<file path="config.mk">
export PLATFORM = sky130hd
export DESIGN_NAME = joint_zero_calibration_fsm_top_flat
export DESIGN_NICKNAME = d
export VERILOG_FILES = /design/src/hw/rtl/jzc_pkg.sv /design/src/hw/rtl/jzc_if.sv /design/src/hw/rtl/jzc_cfg.sv /design/src/hw/rtl/jzc_core.sv /design/src/hw/rtl/joint_zero_calibration_fsm_top.sv /design/src/flat_wrapper.sv
export SDC_FILE = /design/constraint.sdc
export NUM_CORES = 1
export LEC_CHECK = 0
export ABC_CLOCK_PERIOD_IN_PS = 9700
export CORE_MARGIN = 5
export CORE_UTILIZATION = 65
export CTS_CLUSTER_SIZE = 40
export DETAILED_ROUTE_END_ITERATION = 10
export DONT_BUFFER_PORTS = 1
export GPL_TIMING_DRIVEN = 1
export PLACE_DENSITY_LB_ADDON = 0.05
export SYNTH_ARGS = -nofsm -noshare
export SYNTH_HDL_FRONTEND = slang
export SYNTH_SLANG_ARGS = --single-unit
</file>
<file path="constraint.sdc">
create_clock -name clk -period 9.7 [get_ports clk]
set_input_delay 1.455 -clock clk [delete_from_list [all_inputs] [get_ports clk]]
set_output_delay 1.455 -clock clk [all_outputs]
set_load 0.03 [all_outputs]
</file>
<file path="src/hw/rtl/jzc_pkg.sv">
`default_nettype none
// ----------------------------------------------------------------------------
// Joint zero calibration package
// Shared widths, codes, beat layouts and angle helpers.
// ----------------------------------------------------------------------------
package jzc_pkg;

	localparam int JOINTS     = 6;
	localparam int MAX_JOINTS = 6;
	localparam int ANG_W      = 24;
	localparam int LIM_W      = 23;
	localparam int RND_W      = 16;
	localparam int TICK_W     = 32;
	localparam int KIND_W     = 3;
	localparam int JID_W      = 3;
	localparam int STAT_W     = 3;
	localparam int MODE_W     = 2;
	localparam int CFG_IDX_W  = 3;
	localparam int CFG_DATA_W = 32;
	localparam int WIDE_W     = ANG_W + 2;

	localparam logic [MAX_JOINTS-1:0] ALL_MASK = MAX_JOINTS'((1 << JOINTS) - 1);

	localparam logic signed [WIDE_W-1:0] SAT_HI = WIDE_W'(8388607);
	localparam logic signed [WIDE_W-1:0] SAT_LO = -WIDE_W'(8388608);

	typedef enum logic [KIND_W-1:0] {
		K_START_CHECK,
		K_CHECK_UPDATE,
		K_START_JOINT,
		K_CONFIRM,
		K_VERIFY,
		K_END,
		K_RAW2MODEL,
		K_MODEL2RAW
	} kind_t;

	typedef enum logic [STAT_W-1:0] {
		ST_NONE,
		ST_SUCCESS,
		ST_REJECTED,
		ST_OUT_OF_TOL,
		ST_TIMEOUT
	} status_t;

	typedef enum logic [MODE_W-1:0] {
		MODE_LOST,
		MODE_CHECKING,
		MODE_OK,
		MODE_CALIB
	} mode_t;

	typedef enum logic [CFG_IDX_W-1:0] {
		CFG_DRIFT,
		CFG_ARRIVAL,
		CFG_ROUNDS,
		CFG_TIMEOUT,
		CFG_DIR
	} cfg_idx_t;

	typedef struct packed {
		logic [KIND_W-1:0]       kind;
		logic [JID_W-1:0]        joint_sel;
		logic signed [ANG_W-1:0] angle;
		logic [TICK_W-1:0]       sys_tick;
		logic signed [ANG_W-1:0] angle_joint_1;
		logic signed [ANG_W-1:0] angle_joint_2;
		logic signed [ANG_W-1:0] angle_joint_3;
		logic signed [ANG_W-1:0] angle_joint_4;
		logic signed [ANG_W-1:0] angle_joint_5;
		logic signed [ANG_W-1:0] angle_joint_6;
	} item_t;

	typedef struct packed {
		logic [STAT_W-1:0]       status;
		logic signed [ANG_W-1:0] value;
		logic [MODE_W-1:0]       mode;
		logic [MAX_JOINTS-1:0]   valid_mask;
		logic                    zero_verified;
	} result_t;

	typedef struct packed {
		logic [LIM_W-1:0]      drift_limit;
		logic [LIM_W-1:0]      arrival_limit;
		logic [RND_W-1:0]      min_rounds;
		logic [TICK_W-1:0]     timeout_ticks;
		logic [MAX_JOINTS-1:0] direction_mask;
	} cfg_t;

	function automatic logic [ANG_W-1:0] ang_mag(input logic signed [ANG_W-1:0] a);
		logic [ANG_W-1:0] u;
		u = a;
		return a[ANG_W-1] ? (~u + 1'b1) : u;
	endfunction

	function automatic logic signed [WIDE_W-1:0] ang_wide(input logic signed [ANG_W-1:0] a);
		return $signed({{(WIDE_W - ANG_W){a[ANG_W-1]}}, a});
	endfunction

	function automatic logic signed [ANG_W-1:0] ang_sat(input logic signed [WIDE_W-1:0] v);
		logic signed [ANG_W-1:0] r;
		if (v > SAT_HI) begin
			r = SAT_HI[ANG_W-1:0];
		end else if (v < SAT_LO) begin
			r = SAT_LO[ANG_W-1:0];
		end else begin
			r = v[ANG_W-1:0];
		end
		return r;
	endfunction

endpackage
`default_nettype wire

</file>
<file path="src/hw/rtl/jzc_if.sv">
`default_nettype none
// ----------------------------------------------------------------------------
// Joint zero calibration channels
// Valid/ready channels for command beats, result beats and register writes.
// ----------------------------------------------------------------------------
interface jzc_item_if;
	import jzc_pkg::*;
	logic  valid;
	logic  ready;
	item_t data;
	modport source(output valid, output data, input ready);
	modport sink(input valid, input data, output ready);
endinterface

interface jzc_result_if;
	import jzc_pkg::*;
	logic    valid;
	logic    ready;
	result_t data;
	modport source(output valid, output data, input ready);
	modport sink(input valid, input data, output ready);
endinterface

interface jzc_cfg_if;
	import jzc_pkg::*;
	logic                  valid;
	logic                  ready;
	logic [CFG_IDX_W-1:0]  index;
	logic [CFG_DATA_W-1:0] data;
	modport source(output valid, output index, output data, input ready);
	modport sink(input valid, input index, input data, output ready);
endinterface
`default_nettype wire

</file>
<file path="src/hw/rtl/jzc_cfg.sv">
`default_nettype none
// ----------------------------------------------------------------------------
// Joint zero calibration registers
// Holds the tolerances, round count, deadline and direction bits.
// ----------------------------------------------------------------------------
module jzc_cfg (
	input  wire logic  clk,
	input  wire logic  arst_n,
	jzc_cfg_if.sink    cfg,
	output jzc_pkg::cfg_t regs
);
	import jzc_pkg::*;

	cfg_t regs_q;

	assign cfg.ready = 1'b1;
	assign regs      = regs_q;

	always_ff @(posedge clk or negedge arst_n) begin
		if (!arst_n) begin
			regs_q.drift_limit    <= LIM_W'(128);
			regs_q.arrival_limit  <= LIM_W'(128);
			regs_q.min_rounds     <= RND_W'(10);
			regs_q.timeout_ticks  <= TICK_W'(3000);
			regs_q.direction_mask <= '0;
		end else if (cfg.valid) begin
			case (cfg_idx_t'(cfg.index))
				CFG_DRIFT:   regs_q.drift_limit    <= cfg.data[LIM_W-1:0];
				CFG_ARRIVAL: regs_q.arrival_limit  <= cfg.data[LIM_W-1:0];
				CFG_ROUNDS:  regs_q.min_rounds     <= cfg.data[RND_W-1:0];
				CFG_TIMEOUT: regs_q.timeout_ticks  <= cfg.data[TICK_W-1:0];
				CFG_DIR:     regs_q.direction_mask <= cfg.data[MAX_JOINTS-1:0];
				default: ;
			endcase
		end
	end

endmodule
`default_nettype wire

</file>
<file path="src/hw/rtl/jzc_core.sv">
`default_nettype none
// ----------------------------------------------------------------------------
// Joint zero calibration core
// Calibration state, zero offsets and the combinational command decode.
// ----------------------------------------------------------------------------
module jzc_core (
	input  wire logic            clk,
	input  wire logic            arst_n,
	input  wire jzc_pkg::cfg_t   regs,
	input  wire jzc_pkg::item_t  item_s1,
	input  wire logic            adv,
	output jzc_pkg::result_t     res
);
	import jzc_pkg::*;

	mode_t                   mode_q, mode_n;
	logic [MAX_JOINTS-1:0]   valid_q, valid_n;
	logic [RND_W-1:0]        round_q, round_n, round_inc;
	logic [TICK_W-1:0]       start_q, start_n, elapsed;
	logic                    verified_q, verified_n;
	logic signed [ANG_W-1:0] offsets_q [MAX_JOINTS];
	logic                    off_we;

	logic signed [ANG_W-1:0] snap [MAX_JOINTS];
	logic [MAX_JOINTS-1:0]   drift_mask;
	logic [JID_W-1:0]        jidx;
	logic                    jok;
	logic                    dir_neg;
	logic signed [ANG_W-1:0] off_sel;
	logic signed [WIDE_W-1:0] diff, neg_diff, mdl, sum;
	logic signed [ANG_W-1:0] r2m, m2r;
	logic                    judge, timed_out;
	status_t                 status;
	logic signed [ANG_W-1:0] value;

	assign jidx    = item_s1.joint_sel - 1'b1;
	assign jok     = (item_s1.joint_sel != '0) && (item_s1.joint_sel <= JID_W'(JOINTS));
	assign dir_neg = jok ? regs.direction_mask[jidx] : 1'b0;
	assign off_sel = jok ? offsets_q[jidx] : '0;

	assign diff     = ang_wide(item_s1.angle) - ang_wide(off_sel);
	assign neg_diff = -diff;
	assign r2m      = ang_sat(dir_neg ? neg_diff : diff);
	assign mdl      = dir_neg ? -ang_wide(item_s1.angle) : ang_wide(item_s1.angle);
	assign sum      = ang_wide(off_sel) + mdl;
	assign m2r      = ang_sat(sum);

	assign snap[0] = item_s1.angle_joint_1;
	assign snap[1] = item_s1.angle_joint_2;
	assign snap[2] = item_s1.angle_joint_3;
	assign snap[3] = item_s1.angle_joint_4;
	assign snap[4] = item_s1.angle_joint_5;
	assign snap[5] = item_s1.angle_joint_6;

	always_comb begin
		for (int i = 0; i < MAX_JOINTS; i++) begin
			drift_mask[i] = (i < JOINTS) &&
				(ang_mag(snap[i]) <= {1'b0, regs.drift_limit});
		end
	end

	assign round_inc = (round_q != '1) ? round_q + 1'b1 : round_q;
	assign judge     = round_inc >= regs.min_rounds;
	assign elapsed   = item_s1.sys_tick - start_q;
	assign timed_out = elapsed > regs.timeout_ticks;

	always_comb begin
		mode_n     = mode_q;
		valid_n    = valid_q;
		round_n    = round_q;
		start_n    = start_q;
		verified_n = verified_q;
		off_we     = 1'b0;
		status     = ST_NONE;
		value      = '0;
		case (kind_t'(item_s1.kind))
			K_START_CHECK: begin
				mode_n  = MODE_CHECKING;
				start_n = item_s1.sys_tick;
				round_n = '0;
				valid_n = '0;
				status  = ST_SUCCESS;
			end
			K_CHECK_UPDATE: begin
				if (mode_q == MODE_CHECKING) begin
					round_n = round_inc;
					if (judge) begin
						valid_n = drift_mask;
						if (drift_mask == ALL_MASK) begin
							mode_n = MODE_OK;
							status = ST_SUCCESS;
						end else if (timed_out) begin
							mode_n = MODE_LOST;
							status = ST_TIMEOUT;
						end
					end
				end
			end
			K_START_JOINT: begin
				if ((mode_q inside {MODE_OK, MODE_CALIB}) && jok) begin
					mode_n = MODE_CALIB;
					status = ST_SUCCESS;
				end else begin
					status = ST_REJECTED;
				end
			end
			K_CONFIRM: begin
				if (mode_q == MODE_CALIB && jok) begin
					// Reading the raw angle back through the offset just captured
					// gives a model angle of zero, which is always within tolerance.
					off_we        = 1'b1;
					verified_n    = 1'b1;
					valid_n[jidx] = 1'b1;
					status        = ST_SUCCESS;
				end else begin
					status = ST_REJECTED;
				end
			end
			K_VERIFY: begin
				if (!jok) begin
					status = ST_REJECTED;
				end else if (ang_mag(item_s1.angle) <= {1'b0, regs.arrival_limit}) begin
					valid_n[jidx] = 1'b1;
					status        = ST_SUCCESS;
				end else begin
					status = ST_OUT_OF_TOL;
				end
			end
			K_END: begin
				mode_n = ((valid_q & ALL_MASK) == ALL_MASK) ? MODE_OK : MODE_LOST;
				status = ST_SUCCESS;
			end
			K_RAW2MODEL: begin
				value  = jok ? r2m : item_s1.angle;
				status = ST_SUCCESS;
			end
			K_MODEL2RAW: begin
				value  = jok ? m2r : item_s1.angle;
				status = ST_SUCCESS;
			end
			default: ;
		endcase
	end

	assign res.status        = status;
	assign res.value         = value;
	assign res.mode          = mode_n;
	assign res.valid_mask    = valid_n;
	assign res.zero_verified = verified_n;

	always_ff @(posedge clk or negedge arst_n) begin
		if (!arst_n) begin
			mode_q     <= MODE_LOST;
			valid_q    <= '0;
			round_q    <= '0;
			start_q    <= '0;
			verified_q <= 1'b0;
			for (int i = 0; i < MAX_JOINTS; i++) begin
				offsets_q[i] <= '0;
			end
		end else if (adv) begin
			mode_q     <= mode_n;
			valid_q    <= valid_n;
			round_q    <= round_n;
			start_q    <= start_n;
			verified_q <= verified_n;
			if (off_we) begin
				offsets_q[jidx] <= item_s1.angle;
			end
		end
	end

`ifndef SYNTHESIS
	a_timeout_lost: assert property (@(posedge clk) disable iff (!arst_n)
		adv && res.status == ST_TIMEOUT |-> res.mode == MODE_LOST)
		else $error("timeout beat without lost mode");

	a_reject_holds: assert property (@(posedge clk) disable iff (!arst_n)
		adv && res.status == ST_REJECTED |=>
			mode_q == $past(mode_q) && valid_q == $past(valid_q))
		else $error("rejected command changed calibration state");

	a_calib_entry: assert property (@(posedge clk) disable iff (!arst_n)
		adv && res.mode == MODE_CALIB |-> mode_q == MODE_OK || mode_q == MODE_CALIB)
		else $error("calibrating entered from lost or checking");

	a_upper_bits: assert property (@(posedge clk) disable iff (!arst_n)
		(valid_q & ~ALL_MASK) == '0)
		else $error("valid bit set for a joint that does not exist");
`endif

endmodule
`default_nettype wire

</file>
<file path="src/hw/rtl/joint_zero_calibration_fsm_top.sv">
`default_nettype none
// ----------------------------------------------------------------------------
// Joint zero calibration controller
// Power-up zero check, single-joint zero capture, verify and angle conversion.
// ----------------------------------------------------------------------------
// Every command beat yields exactly one result beat. A command is registered
// on acceptance and decoded against the calibration state when the output
// register is free or being read; the result is then loaded into it and the
// state is updated, both in the same cycle.
// One command is accepted every cycle while results are taken; the rate is
// set by the loop through the calibration state registers.
// Register writes take effect on the beat after the write.
// ----------------------------------------------------------------------------
module joint_zero_calibration_fsm_top (
	input  wire logic clk,
	input  wire logic arst_n,
	jzc_item_if.sink     item,
	jzc_result_if.source result,
	jzc_cfg_if.sink      cfg
);
	import jzc_pkg::*;

	cfg_t    regs;
	item_t   item_s1;
	logic    valid_s1;
	result_t res;
	result_t res_s2;
	logic    valid_s2;
	logic    adv;

	assign adv        = valid_s1 && (!valid_s2 || result.ready);
	assign item.ready = !valid_s1 || adv;

	assign result.valid = valid_s2;
	assign result.data  = res_s2;

	jzc_cfg u_cfg (
		.clk    (clk),
		.arst_n (arst_n),
		.cfg    (cfg),
		.regs   (regs)
	);

	jzc_core u_core (
		.clk     (clk),
		.arst_n  (arst_n),
		.regs    (regs),
		.item_s1 (item_s1),
		.adv     (adv),
		.res     (res)
	);

	always_ff @(posedge clk or negedge arst_n) begin
		if (!arst_n) begin
			valid_s1 <= 1'b0;
		end else if (item.ready) begin
			valid_s1 <= item.valid;
		end
	end

	always_ff @(posedge clk) begin
		if (item.valid && item.ready) begin
			item_s1 <= item.data;
		end
	end

	always_ff @(posedge clk or negedge arst_n) begin
		if (!arst_n) begin
			valid_s2 <= 1'b0;
		end else if (adv) begin
			valid_s2 <= 1'b1;
		end else if (result.ready) begin
			valid_s2 <= 1'b0;
		end
	end

	always_ff @(posedge clk) begin
		if (adv) begin
			res_s2 <= res;
		end
	end

endmodule
`default_nettype wire

</file>
<file path="src/flat_wrapper.sv">
// flat-port wrapper written by rule: the top's interface ports become plain ports
module joint_zero_calibration_fsm_top_flat import jzc_pkg::*;
  (clk, arst_n, item_valid, item_data, item_ready, result_valid, result_data, result_ready, cfg_valid, cfg_index, cfg_data, cfg_ready);
  jzc_item_if item_i ();
  jzc_result_if result_i ();
  jzc_cfg_if cfg_i ();
  input  wire logic clk;
  input  wire logic arst_n;
  input wire logic [$bits(item_i.valid)-1:0] item_valid;
  input wire logic [$bits(item_i.data)-1:0] item_data;
  output wire logic [$bits(item_i.ready)-1:0] item_ready;
  output wire logic [$bits(result_i.valid)-1:0] result_valid;
  output wire logic [$bits(result_i.data)-1:0] result_data;
  input wire logic [$bits(result_i.ready)-1:0] result_ready;
  input wire logic [$bits(cfg_i.valid)-1:0] cfg_valid;
  input wire logic [$bits(cfg_i.index)-1:0] cfg_index;
  input wire logic [$bits(cfg_i.data)-1:0] cfg_data;
  output wire logic [$bits(cfg_i.ready)-1:0] cfg_ready;
  assign item_i.valid = item_valid;
  assign item_i.data = item_data;
  assign item_ready = item_i.ready;
  assign result_valid = result_i.valid;
  assign result_data = result_i.data;
  assign result_i.ready = result_ready;
  assign cfg_i.valid = cfg_valid;
  assign cfg_i.index = cfg_index;
  assign cfg_i.data = cfg_data;
  assign cfg_ready = cfg_i.ready;
  joint_zero_calibration_fsm_top u_core (.clk(clk), .arst_n(arst_n), .item(item_i), .result(result_i), .cfg(cfg_i));
endmodule
</file>
# After elaboration in Yosys (flattened, before gate mapping)

Cells that the tools add are included.
W data, S select, Z words.

Output and inout port bits: 39
Input port bits: 246
Word-level logic and storage cells: 177
Flip-flop bits (word level): 545

Add/sub/neg operators: 14
Reductions and logical operators: 26
Magnitude comparators: 18
Equal/unequal tests: 18
Muxes and demuxes: 59
Bitwise logic cells: 9

Operator list:

| operator                | number |
|---|---|
| $mux W24                | 17 |
| $add A24 B1 Y24 const B | 7 |
| $le A24 B23 Y1          | 7 |
| $not A24 Y24            | 7 |
| $bwmux W144             | 1 |
| $bmux W24 S3            | 1 |
| $demux W24 S3           | 1 |
| $gt A26 B24 Y1 const B  | 2 |
| $lt A26 B24 Y1 const B  | 2 |
| $mux W26                | 2 |
| $pmux W24 S2            | 1 |
| $gt A32 B32 Y1          | 1 |
| $mux W16                | 2 |
| $pmux W16 S2            | 1 |
| $sub A32 B32 Y32        | 1 |
| $mux W6                 | 5 |
| $add A24 B26 Y26        | 1 |
| $neg A24 Y26            | 1 |
| $neg A25 Y26            | 1 |
| $sub A24 B24 Y25        | 1 |
| $pmux W6 S4             | 1 |
| $mux W2                 | 10 |
| $add A16 B1 Y16 const B | 1 |
| $ge A16 B16 Y1          | 1 |
| other kinds (31)        | 69 |

# Logic depth before layout (Yosys ltp)

Gate-level depths: netlist (run 1).

Word-level depth: 14
Gate-level depth with buffers: 26
Gate-level depth less buffers: 25

# Cells and area by module

Synthesis (run 1) repeated with hierarchy kept, for this count alone.

Cell total of the unflattened synthesis: 3297
Area, all modules: 34728.3 um2

Modules (own cells, without submodules):

| module                         | sequential area each (um2) | instances | area an instance (um2) | cells each |
|---|---|---|---|---|
| jzc_core                       | 5029.8                     | 1         | 23548.8                | 2829 |
| joint_zero_calibration_fsm_top | 7317.0                     | 1         | 7370.8                 | 250 |
| jzc_cfg                        | 2516.2                     | 1         | 3808.7                 | 218 |

# Worst setup path after synthesis (run 1)

OpenSTA, ideal clock, no wires.

Path kind: input-to-reg
Start: in result_ready
End: reg, netlist name u_core.item_s1[0]
Required time: 9.109 ns
Arrival: 6.520 ns
Library setup time: 0.591 ns
Path buffers: 0
Cell stages on the path: 2
Slack: 2.589 ns
Cell sequence: nand3b_1 > and2_1

Longest elaborated chain between the ends: 4

RTL lines:

| element             | line                                 | RTL |
|---|---|---|
| from (decl)         | flat_wrapper.sv:14                   | `input wire logic [$bits(result_i.ready)-1:0] result_ready;` |
| $logic_or A1 B1 Y1  | joint_zero_calibration_fsm_top.sv:31 | `assign adv = valid_s1 && (!valid_s2 \|\| result.ready);` |
| $logic_and A1 B1 Y1 | joint_zero_calibration_fsm_top.sv:31 |  |
| $logic_or A1 B1 Y1  | joint_zero_calibration_fsm_top.sv:32 | `assign item.ready = !valid_s1 \|\| adv;` |
| $logic_and A1 B1 Y1 | joint_zero_calibration_fsm_top.sv:62 | `if (item.valid && item.ready) begin` |

No other way between the ends.
A chain may end at the register's enable or synchronous reset.

# Final worst setup path (run 1)

Start: reg, netlist name u_core.item_s1[200]
End: reg u_core.res_s2, in the netlist u_core.result.data[31] (data pin)

Longest elaborated chain between the ends: 14
Elaborated cells on any way between the ends: 28
Those cells by class: add/sub (4); order compare (5); mux (16); bitwise (1); reduce/logical (2)

RTL lines:

| element                                      | line                                 | RTL |
|---|---|---|
| $sub A3 B1 Y3                                | jzc_core.sv:36                       | `assign jidx = item_s1.joint_sel - 1'b1;` |
| $not A3 Y4 (not written as such)             | jzc_core.sv:39                       | `assign off_sel = jok ? offsets_q[jidx] : '0;` |
| $bmux W24 S3                                 | jzc_core.sv:39                       |  |
| $mux W24 (not written as such) (2 in series) | jzc_core.sv:39                       |  |
| $mux W24                                     | jzc_core.sv:39                       |  |
| $sub A24 B24 Y25                             | jzc_core.sv:41                       | `assign diff = ang_wide(item_s1.angle) - ang_wide(off_sel);` |
| $neg A25 Y26                                 | jzc_core.sv:42                       | `assign neg_diff = -diff;` |
| $mux W26                                     | jzc_core.sv:43                       | `assign r2m = ang_sat(dir_neg ? neg_diff : diff);` |
| $lt A26 B24 Y1                               | jzc_pkg.sv:104                       | `end else if (v < SAT_LO) begin` |
| $mux W24                                     | jzc_pkg.sv:104                       |  |
| $mux W24                                     | jzc_pkg.sv:102                       | `if (v > SAT_HI) begin` |
| $mux W24                                     | jzc_core.sv:134                      | `value = jok ? r2m : item_s1.angle;` |
| $pmux W24 S2 *                               | jzc_core.sv:76                       | `case (kind_t'(item_s1.kind))` |
| to (signal assigned)                         | joint_zero_calibration_fsm_top.sv:79 | `res_s2 <= res;` |
| to (decl)                                    | joint_zero_calibration_fsm_top.sv:27 | `result_t res_s2;` |

Every way passes the cells marked *; elsewhere a longest branch is shown, timed or not. The select of a mux whose other input is x is not followed.

==> metrics.md, run 1 <==
| Metric | Value |
|---|---|
| Post_cts resized | `0` |
| DR iter-0 viols | `approximately 2500` |
| Total clock buffers created by CTS | `56` |
| Setup crit start kind | `flip-flop` |
| Setup crit start | `u_core.item_s1[200]$_DFFE_PP_` |
| Reg2reg setup slack | `between 1500 and 2000 ps` |
| Leakage power | `roughly 16 nW` |
| Die width | `~240 um` |
| GRT Total Usage | `32.5%` |
| Hold wc startpoint | `u_core.u_core.verified_q$_DFFE_PN0P_` |
| R2R depth | `20` |
| Largest fanout on the critical path | `34` |
| Nets | `3945` |
| Worst Hold Class | `flip-flop to flip-flop` |
| Clk_skew | `between 30 and 40 ps` |
| Wirelength per Cell | `23.9 um` |
| RSZ-0062 raised after global routing | `no` |
| Post-Synthesis Cell Area | `35200 sq um` |
| Global-route wire length before repair | `152 mm` |
| Fraction of registers with async set/reset | `a little under three fifths` |
| Cts hold-fix bufs | `0` |
| Syn Inst Count | `between 3000 and 4000` |
| Period minus WS final | `7940 ps` |
| Clk root buf | `clkbuf_16` |
| Starting Density | `between 60% and 70%` |
| Worst vdd ir | `157 uV` |
| Vias in the first global route | `about 27000` |
| Max Slew Vio Count | `0` |
| Avg Inst Size Synth | `approximately 10 sq um` |
| Routability-driven placement congestion ratio | `between 0.9 and 1` |
| Max Fclk | `126 MHz` |
| CTS tree | `done` |
| Power Dens Cells | `around 190 nW/um^2` |
| Most used cell, CP | `o21ai_0` |
| Commonest non-fill, non-tap cell in the layout | `ha_1` |
| Via Count | `27200` |
| DIE AREA | `slightly below 60000 sq um` |
| Area leader, netlist | `dfrtp_1` |
| Dominant cells by area after synthesis | `dfrtp_1 (21%), edfxtp_1 (21%), ha_1 (11%), mux2_2 (8.2%), xnor2_1 (5.6%)` |
| Core area | `~54000 sq um` |
| Yosys reg bits | `545` |
| Die H | `243 um` |
| Share of the synthesized area in the top cell type | `about a fifth` |
| Max cap viols | `0` |
| WP data arrival | `between 8000 and 9000 ps` |
| Data required time at the worst endpoint | `a little over 10000 ps` |
| Clock sink total | `approximately 550` |
| Fraction of layout cells with a size suffix above 1 | `13.2%` |
| Cell chain of the critical path | `inv_1 -> buf_4 -> ha_2 -> buf_4 -> or3_1 -> nor2_1 -> a2111oi_0 -> ha_1 -> fa_1 -> nand2b_1 -> a211oi_2 -> o21ai_0 -> a211oi_2 -> or3_1 -> a22oi_1 -> nor4b_4 -> nand4_1 -> a31oi_2 -> o21ai_0 -> o21ai_0` |
| Largest net degree at the start of global routing | `slightly above 300` |
| Final setup viols | `0` |
| Post-route setup TNS | `0 ps` |
| Routed wire length | `approximately 99 mm` |
| R2R Path End | `u_core.result.data[31]$_SDFFCE_PN0P_` |
| Worst-margin pin slew | `roughly 1200 ps` |
| Worst-Skew Late Latency | `between 600 and 700 ps` |
| HPWL Detailed | `between 70 and 80 mm` |
| Most frequent cells in the layout | `ha_1 (301), dfrtp_1 (292), nand2_1 (284), mux2_2 (255), edfxtp_1 (242)` |
| DRC errors left | `0` |
| Critical Path Sink Type | `flip-flop` |
| FF-to-FF Start | `u_core.item_s1[200]$_DFFE_PP_` |
| Total congestion overflow | `0` |
| Num ports | `285` |
| Worst setup path category | `flip-flop to flip-flop` |
| Number of distinct library cells after synthesis | `87` |
| H-tree depth | `2` |
| Worst-path clk slew | `roughly 70 ps` |
| Final period utilization | `between 80% and 90%` |
| Crit-path slowest cell | `a31oi_2` |
| Synth Flop Type | `dfrtp_1` |
| EDFF count, synth | `about 240` |
| Final hold viol count | `0` |
| Syn_nets | `3990` |
| Row count | `85` |
| Post-CTS Setup Repair Bufs | `0` |
| YS warnings | `0` |
| Status | `completed` |
| Clock Tree Buf Depth | `3` |
| Port bufs | `0` |
| Delay of the slowest critical-path stage | `960 ps` |
| Worst hold path stage count | `1` |
| Slew headroom | `approximately 18%` |
| Initial antenna violation count | `26` |
| Register area share after synthesis | `a little over two fifths` |
| WHS Endpoint | `u_core.u_core.verified_q$_DFFE_PN0P_` |
| Remaining antenna violation count | `0` |
| DRT Pass-1 Iters | `6` |
| Area Overhead vs Synth | `7.42%` |
| Design area | `between 30000 and 40000 sq um` |
| Post-DP Area | `~36000 sq um` |
| Vias per inst | `6.56` |
## through the flow
stage	hold WS [ps]	total power [W]	util [%]	cells	setup WS, ps
finish	460	0.00734	70.3	4150	1760
global route	495	0.00775	70.3	4145	1260
CTS	461	0.00733	70.3	4137	1920
detailed placement	445	0.00513	66.8	4032	2020
global placement	440	0.00503	66.8	4032	2250
floorplan	425	0.00453	-	3439	2590
## final cells by class
type | instances | area, sq um
well taps | 696 | 871
clock buffers | 87 | 1710
multi-input cells | 2553 | 19100
repair buffers | 33 | 260
diodes | 13 | 32.5
inverters | 205 | 769
flip-flops and latches | 545 | 14900
clock inverters | 18 | 184
fillers | 3863 | 15900
## worst max-delay path by stage
stage / to / slack, ps / cells past startpoint
3_5_place_dp: u_core.result.data[9]$_SDFFCE_PN0P_ / 2020 / 20
2_1_floorplan: u_core.item_s1[0]$_DFFE_PP_ / 2590 / 2
4_1_cts: u_core.result.data[31]$_SDFFCE_PN0P_ / 1920 / 20
6_report: u_core.result.data[31]$_SDFFCE_PN0P_ / 1760 / 20
3_3_place_gp: u_core.result.data[31]$_SDFFCE_PN0P_ / 2250 / 20
5_1_grt: u_core.result.data[25]$_SDFFCE_PN0P_ / 1260 / 20
## kinds of logic (layout without fill, tap and decap cells)
family          after synthesis  in the layout  share of synthesized area, %
buf+inv                     341            343                          3.66
simple gates                906            906                          12.9
other cells                   1             14                        0.0107
fa+ha+maj                   305            305                          10.9
mux                         272            272                          8.83
compound gates              807            807                          14.9
flops                       545            545                          42.3
xor+xnor                    262            262                          6.53
## metal layers
| layer | up-vias | global-route usage [%] | routed length (um) | part of all wire (%) |
|---|---|---|---|---|
| met5 | - | 0.245 | 133 | 0.13 |
| met2 | 1187 | 51.6 | 44900 | 45 |
| li1 | 12500 | - | - | - |
| met4 | 20 | 10.9 | 3390 | 3.4 |
| met3 | 246 | 7.93 | 9100 | 9.2 |
| met1 | 13300 | 44.5 | 41500 | 42 |
## cell usage after synthesis, types with 16 or more instances
master,number
dfrtp_1,292
o41ai_1,17
o21ai_0,224
ha_1,302
a31oi_1,25
nand2_1,284
nand3_1,69
and2_1,21
and3_1,16
or4_1,19
a211oi_1,23
or3_1,39
nand2b_1,47
o21a_1,49
clkbuf_1,120
nor2_1,175
or2_2,21
xor2_1,38
o211ai_1,31
xnor2_1,224
a21o_1,94
nor3_1,64
nor2b_1,27
o31ai_1,44
inv_1,204
nand4_1,53
o22ai_1,32
nor4_1,20
a21oi_1,150
edfxtp_1,242
mux2_2,255
## where the power goes
group	total, W	switching [W]	leakage (nW)	internal (W)
Sequential	0.00287	0.000205	6.28	0.00266
Clock	0.00219	0.000942	0.933	0.00125
Combinational	0.00228	0.00134	9.02	0.000941
Total	0.00734	0.00249	16.2	0.00485
## flip-flops by register name, summed over array words and instances, names as in the netlist
register / flops
u_core.item_s1: 206
u_core.result.data: 36
u_core.result.valid: 1
u_core.u_cfg.regs: 100
u_core.u_core.mode_q: 2
u_core.u_core.offsets_q: 144
u_core.u_core.round_q: 16
u_core.u_core.start_q: 32
u_core.u_core.valid_q: 6
u_core.u_core.verified_q: 1
u_core.valid_s1: 1
## critical path, delay by kind of cell, from the launching register on
family                     cells  cell delay, ps
and+or+nand+nor                6            2260
DFF                            1             410
adders and majority gates      3            1100
buffers and inverters          3             830
AOI/OAI and AO/OA              8            3140
Power figures use the tool's default switching activity.
==> run 2: changes to the inputs <==
--- a/config.mk
+++ b/config.mk
@@ -5,7 +5,8 @@
 export SDC_FILE = /design/constraint.sdc
 export NUM_CORES = 1
 export LEC_CHECK = 0
-export ABC_CLOCK_PERIOD_IN_PS = 9700
+export ABC_AREA = 1
+export ABC_CLOCK_PERIOD_IN_PS = 7900
 export CORE_MARGIN = 5
 export CORE_UTILIZATION = 65
 export CTS_CLUSTER_SIZE = 40
==> constraint.sdc (replaced) <==
create_clock -name clk -period 7.9 [get_ports clk]
set_input_delay 1.185 -clock clk [delete_from_list [all_inputs] [get_ports clk]]
set_output_delay 1.185 -clock clk [all_outputs]
set_load 0.03 [all_outputs]
==> run 2 against run 1 <==
  * Critical endpoint is now u_core.result.data[21]$_SDFFCE_PN0P_
  * Sequential share of layout area fell by 1.1 points
  * Clock power rose by 28%
  * Die area rose by 3.0%
  * First-iteration DRC count rose by 16%
  * Utilization rose by 0.10 points
  * Cell count rose by 26%
  * Global-route usage rose by 0.24 points
  * Critical path depth rose by 6
  * Sequential power rose by 25%
==> metrics.md, run 2 <==
| Metric | Value |
|---|---|
| Clk root buf | `clkbuf_16 (unchanged)` |
| Most frequent cell after synthesis | `nand2_1 (was ha_1)` |
| Power Dens Cells | `262 nW/um^2 (was 194 nW/um^2)` |
| Crit-path slowest cell | `o21ai_2 (was a31oi_2)` |
| Avg Inst Size Synth | `8.13 sq um (was 10.2 sq um)` |
| Max cap viols | `0 (unchanged)` |
| Post-Synthesis Cell Area | `36300 sq um (was 35200 sq um)` |
| Dpl cells | `5120 (was 4032)` |
| Via Count | `30400 (was 27200)` |
| Syn Inst Count | `4462 (was 3439)` |
| Nets | `4983 (was 3945)` |
| Dominant cells by area after synthesis | `dfrtp_1 (20%), edfxtp_1 (20%), ha_1 (10%), nand2_1 (9.9%), inv_1 (5.9%) (was dfrtp_1 (21%), edfxtp_1 (21%), ha_1 (11%), mux2_2 (8.2%), xnor2_1 (5.6%))` |
| Routability-driven placement congestion ratio | `1.02 (was 0.976)` |
| Combinational family with the most area after synthesis | `simple AND/OR/NAND/NOR gates (was compound AO/OA/AOI/OAI gates)` |
| Post-CTS Setup Repair Bufs | `0 (unchanged)` |
| Worst-Skew Late Latency | `630 ps (was 640 ps)` |
| Remaining antenna violation count | `0 (unchanged)` |
| Num ports | `285 (unchanged)` |
| Share of the synthesized area in the top cell type | `20.2% (was 20.8%)` |
| Seq. cell area | `14900 sq um (unchanged)` |
| Fin cells | `5238 (was 4150)` |
| DRC errors left | `0 (unchanged)` |
| Total congestion overflow | `0 (unchanged)` |
| Setup crit start kind | `flip-flop (unchanged)` |
| Clock Tree Buf Depth | `3 (unchanged)` |
| Row count | `86 (was 85)` |
| Levels on crit path | `26 (was 20)` |
| Area leader, netlist | `dfrtp_1 (unchanged)` |
| Largest fanout on the critical path | `34 (unchanged)` |
| Initial antenna violation count | `17 (was 26)` |
| Largest register by flop count | `u_core.item_s1 (unchanged)` |
| Die H | `246 um (was 243 um)` |
| Commonest non-fill, non-tap cell in the layout | `nand2_1 (was ha_1)` |
| Vias in the first global route | `28800 (was 26900)` |
| Clk_skew | `21.4 ps (was 39.8 ps)` |
| DIE AREA | `60600 sq um (was 58900 sq um)` |
| Starting Density | `65.7% (was 65.5%)` |
| Synth Area in Adders | `10.6% (was 10.9%)` |
| Syn_nets | `5013 (was 3990)` |
| CP Buf/Inv Count | `8 (was 3)` |
| Number of distinct library cells after synthesis | `74 (was 87)` |
| Final period utilization | `83.1% (was 81.8%)` |
| Fraction of registers with async set/reset | `55.6% (unchanged)` |
| Slew headroom | `18.3% (was 17.8%)` |
| Global-route wire length before repair | `157 mm (was 152 mm)` |
| Critical Path Sink Type | `flip-flop (unchanged)` |
| Setup crit start | `u_core.item_s1[200]$_DFFE_PP_ (unchanged)` |
| Multi-input gate area | `18500 sq um (was 19100 sq um)` |
| FF-to-FF Start | `u_core.item_s1[200]$_DFFE_PP_ (unchanged)` |
| YS warnings | `0 (unchanged)` |
| Max Fclk | `152 MHz (was 126 MHz)` |
| Post-synthesis mux area share | `0.0587% (was 8.83%)` |
| Leakage power | `18.2 nW (was 16.2 nW)` |
| Largest net degree at the start of global routing | `304 (unchanged)` |
| Final Core Density | `70.4% (was 70.3%)` |
| HPWL Detailed | `75.9 mm (was 73.1 mm)` |
| Final Power | `0.0102 W (was 0.00734 W)` |
| Post_cts resized | `0 (unchanged)` |
| Max Slew Vio Count | `0 (unchanged)` |
| M2 GR Usage | `53.6% (was 51.6%)` |
| Synth Flop Type | `dfrtp_1 (unchanged)` |
| Wirelength per Cell | `19.3 um (was 23.9 um)` |
| Final hold viol count | `0 (unchanged)` |
| Worst-margin pin slew | `1220 ps (about the same)` |
| Global Route met3 Usage | `6.27% (was 7.93%)` |
| Die width | `246 um (was 243 um)` |
| Period minus WS final | `6560 ps (was 7940 ps)` |
| H-tree depth | `2 (unchanged)` |
| Post-Synth Simple-Gate Area | `22.3% (was 12.9%)` |
| Worst setup path category | `flip-flop to flip-flop (unchanged)` |
| Vias per inst | `5.80 (was 6.56)` |
| Reg2reg setup slack | `1340 ps (was 1760 ps)` |
| Total clock buffers created by CTS | `58 (was 56)` |
| Fraction of layout cells with a size suffix above 1 | `6.67% (was 13.2%)` |
| Synth Area in Compound Gates | `12.6% (was 14.9%)` |
| Worst vdd ir | `289 uV (was 157 uV)` |
| Worst Hold Class | `input port to asynchronous set/reset pin (was flip-flop to flip-flop)` |
| Fillers | `4528 (was 3863)` |
| EDFF count, synth | `242 (unchanged)` |
| Area Overhead vs Synth | `7.23% (was 7.42%)` |
| XOR/XNOR Fraction of Synth Area | `5.41% (was 6.53%)` |
| CP delay by family, top | `compound AO/OA/AOI/OAI gates (unchanged)` |
| Status | `completed (unchanged)` |
| Clock sink total | `545 (unchanged)` |
| Core area | `55200 sq um (was 53700 sq um)` |
| GRT Total Usage | `32.8% (was 32.5%)` |
| R2R Path End | `u_core.result.data[21]$_SDFFCE_PN0P_ (was u_core.result.data[31]$_SDFFCE_PN0P_)` |
| Register area share after synthesis | `41.0% (was 42.3%)` |
| Most used cell, CP | `nand3_1 (was o21ai_0)` |
| Delay of the slowest critical-path stage | `860 ps (was 960 ps)` |
| Most frequent cells in the layout | `nand2_1 (960), inv_1 (567), o21ai_0 (417), nor2_1 (345), ha_1 (302) (was ha_1 (301), dfrtp_1 (292), nand2_1 (284), mux2_2 (255), edfxtp_1 (242))` |
| R2R depth | `26 (was 20)` |
| Post-route setup TNS | `0 ps (unchanged)` |
| DR iter-0 viols | `2933 (was 2521)` |
| Routed wire length | `101 mm (was 99.0 mm)` |
| Worst-path clk slew | `60 ps (was 70 ps)` |
| Max reg flops | `206 (unchanged)` |
| Critical Path Sink | `u_core.result.data[21]$_SDFFCE_PN0P_ (was u_core.result.data[31]$_SDFFCE_PN0P_)` |
| DRT Pass-1 Iters | `6 (unchanged)` |
| Yosys reg bits | `545 (unchanged)` |
| GR peak layer | `met2 (unchanged)` |
| WP data arrival | `6940 ps (was 8390 ps)` |
| Data required time at the worst endpoint | `8280 ps (was 10150 ps)` |
| Final setup viols | `0 (unchanged)` |
| Port bufs | `0 (unchanged)` |
| Synth cell count leaders | `nand2_1 (961), inv_1 (569), o21ai_0 (417) (was ha_1 (302), dfrtp_1 (292), nand2_1 (284))` |
| M1 GR Usage | `42.4% (was 44.5%)` |
| RSZ-0062 raised after global routing | `no (unchanged)` |
| CTS tree | `done (unchanged)` |
| Cts hold-fix bufs | `0 (unchanged)` |
## run 2: cell type report
type	instances	share of cell area, %
clock inverters	21	0.705
well taps	748	2.41
diodes	10	0.0644
flip-flops and latches	545	38.2
multi-input cells	3189	47.6
clock buffers	87	4.36
inverters	598	5.80
repair buffers	40	0.805
## run 2: cell families after synthesis
kind of cell | after synthesis
AO/OA/AOI/OAI | 847
buffers and inverters | 728
XOR/XNOR | 223
flip-flops | 545
multiplexers | 2
adder cells (fa/ha/maj) | 305
AND/OR/NAND/NOR | 1811
other | 1
## run 2: layer usage
metal,up-vias,wire length (um)
met5,-,96
met4,14,5280
met3,263,7540
met2,1141,47100
met1,14100,41100
li1,14800,-
## run 2: power by group
part           switching (W)  leakage [nW]  internal, W
Combinational        0.00247          10.9      0.00131
Sequential          0.000272          6.28      0.00332
Clock                0.00116         0.957      0.00165
Total                0.00390          18.2      0.00628
## run 2: worst min-delay path by stage
stage / cells after the start / endpoint / from
after global routing: 0 / u_core.u_core.offsets_q[52]$_DFFE_PN0P_ / arst_n
after CTS: 0 / u_core.u_core.offsets_q[134]$_DFFE_PN0P_ / arst_n
after floorplan: 2 / u_core.u_core.verified_q$_DFFE_PN0P_ / u_core.u_core.verified_q$_DFFE_PN0P_
after detailed placement: 2 / u_core.u_cfg.regs[50]$_DFFE_PN0P_ / u_core.u_cfg.regs[50]$_DFFE_PN0P_
after global placement: 2 / u_core.u_core.verified_q$_DFFE_PN0P_ / u_core.u_core.verified_q$_DFFE_PN0P_
final: 0 / u_core.u_core.offsets_q[52]$_DFFE_PN0P_ / arst_n
## run 2: per-stage QoR
step	hold slack [ps]	setup WS [ps]	cell area, sq um
after global placement	439	1620	36900
final	269	1340	38900
after CTS	236	1500	38900
after detailed placement	473	1510	36900
after global routing	244	822	38900
after floorplan	427	1750	36300
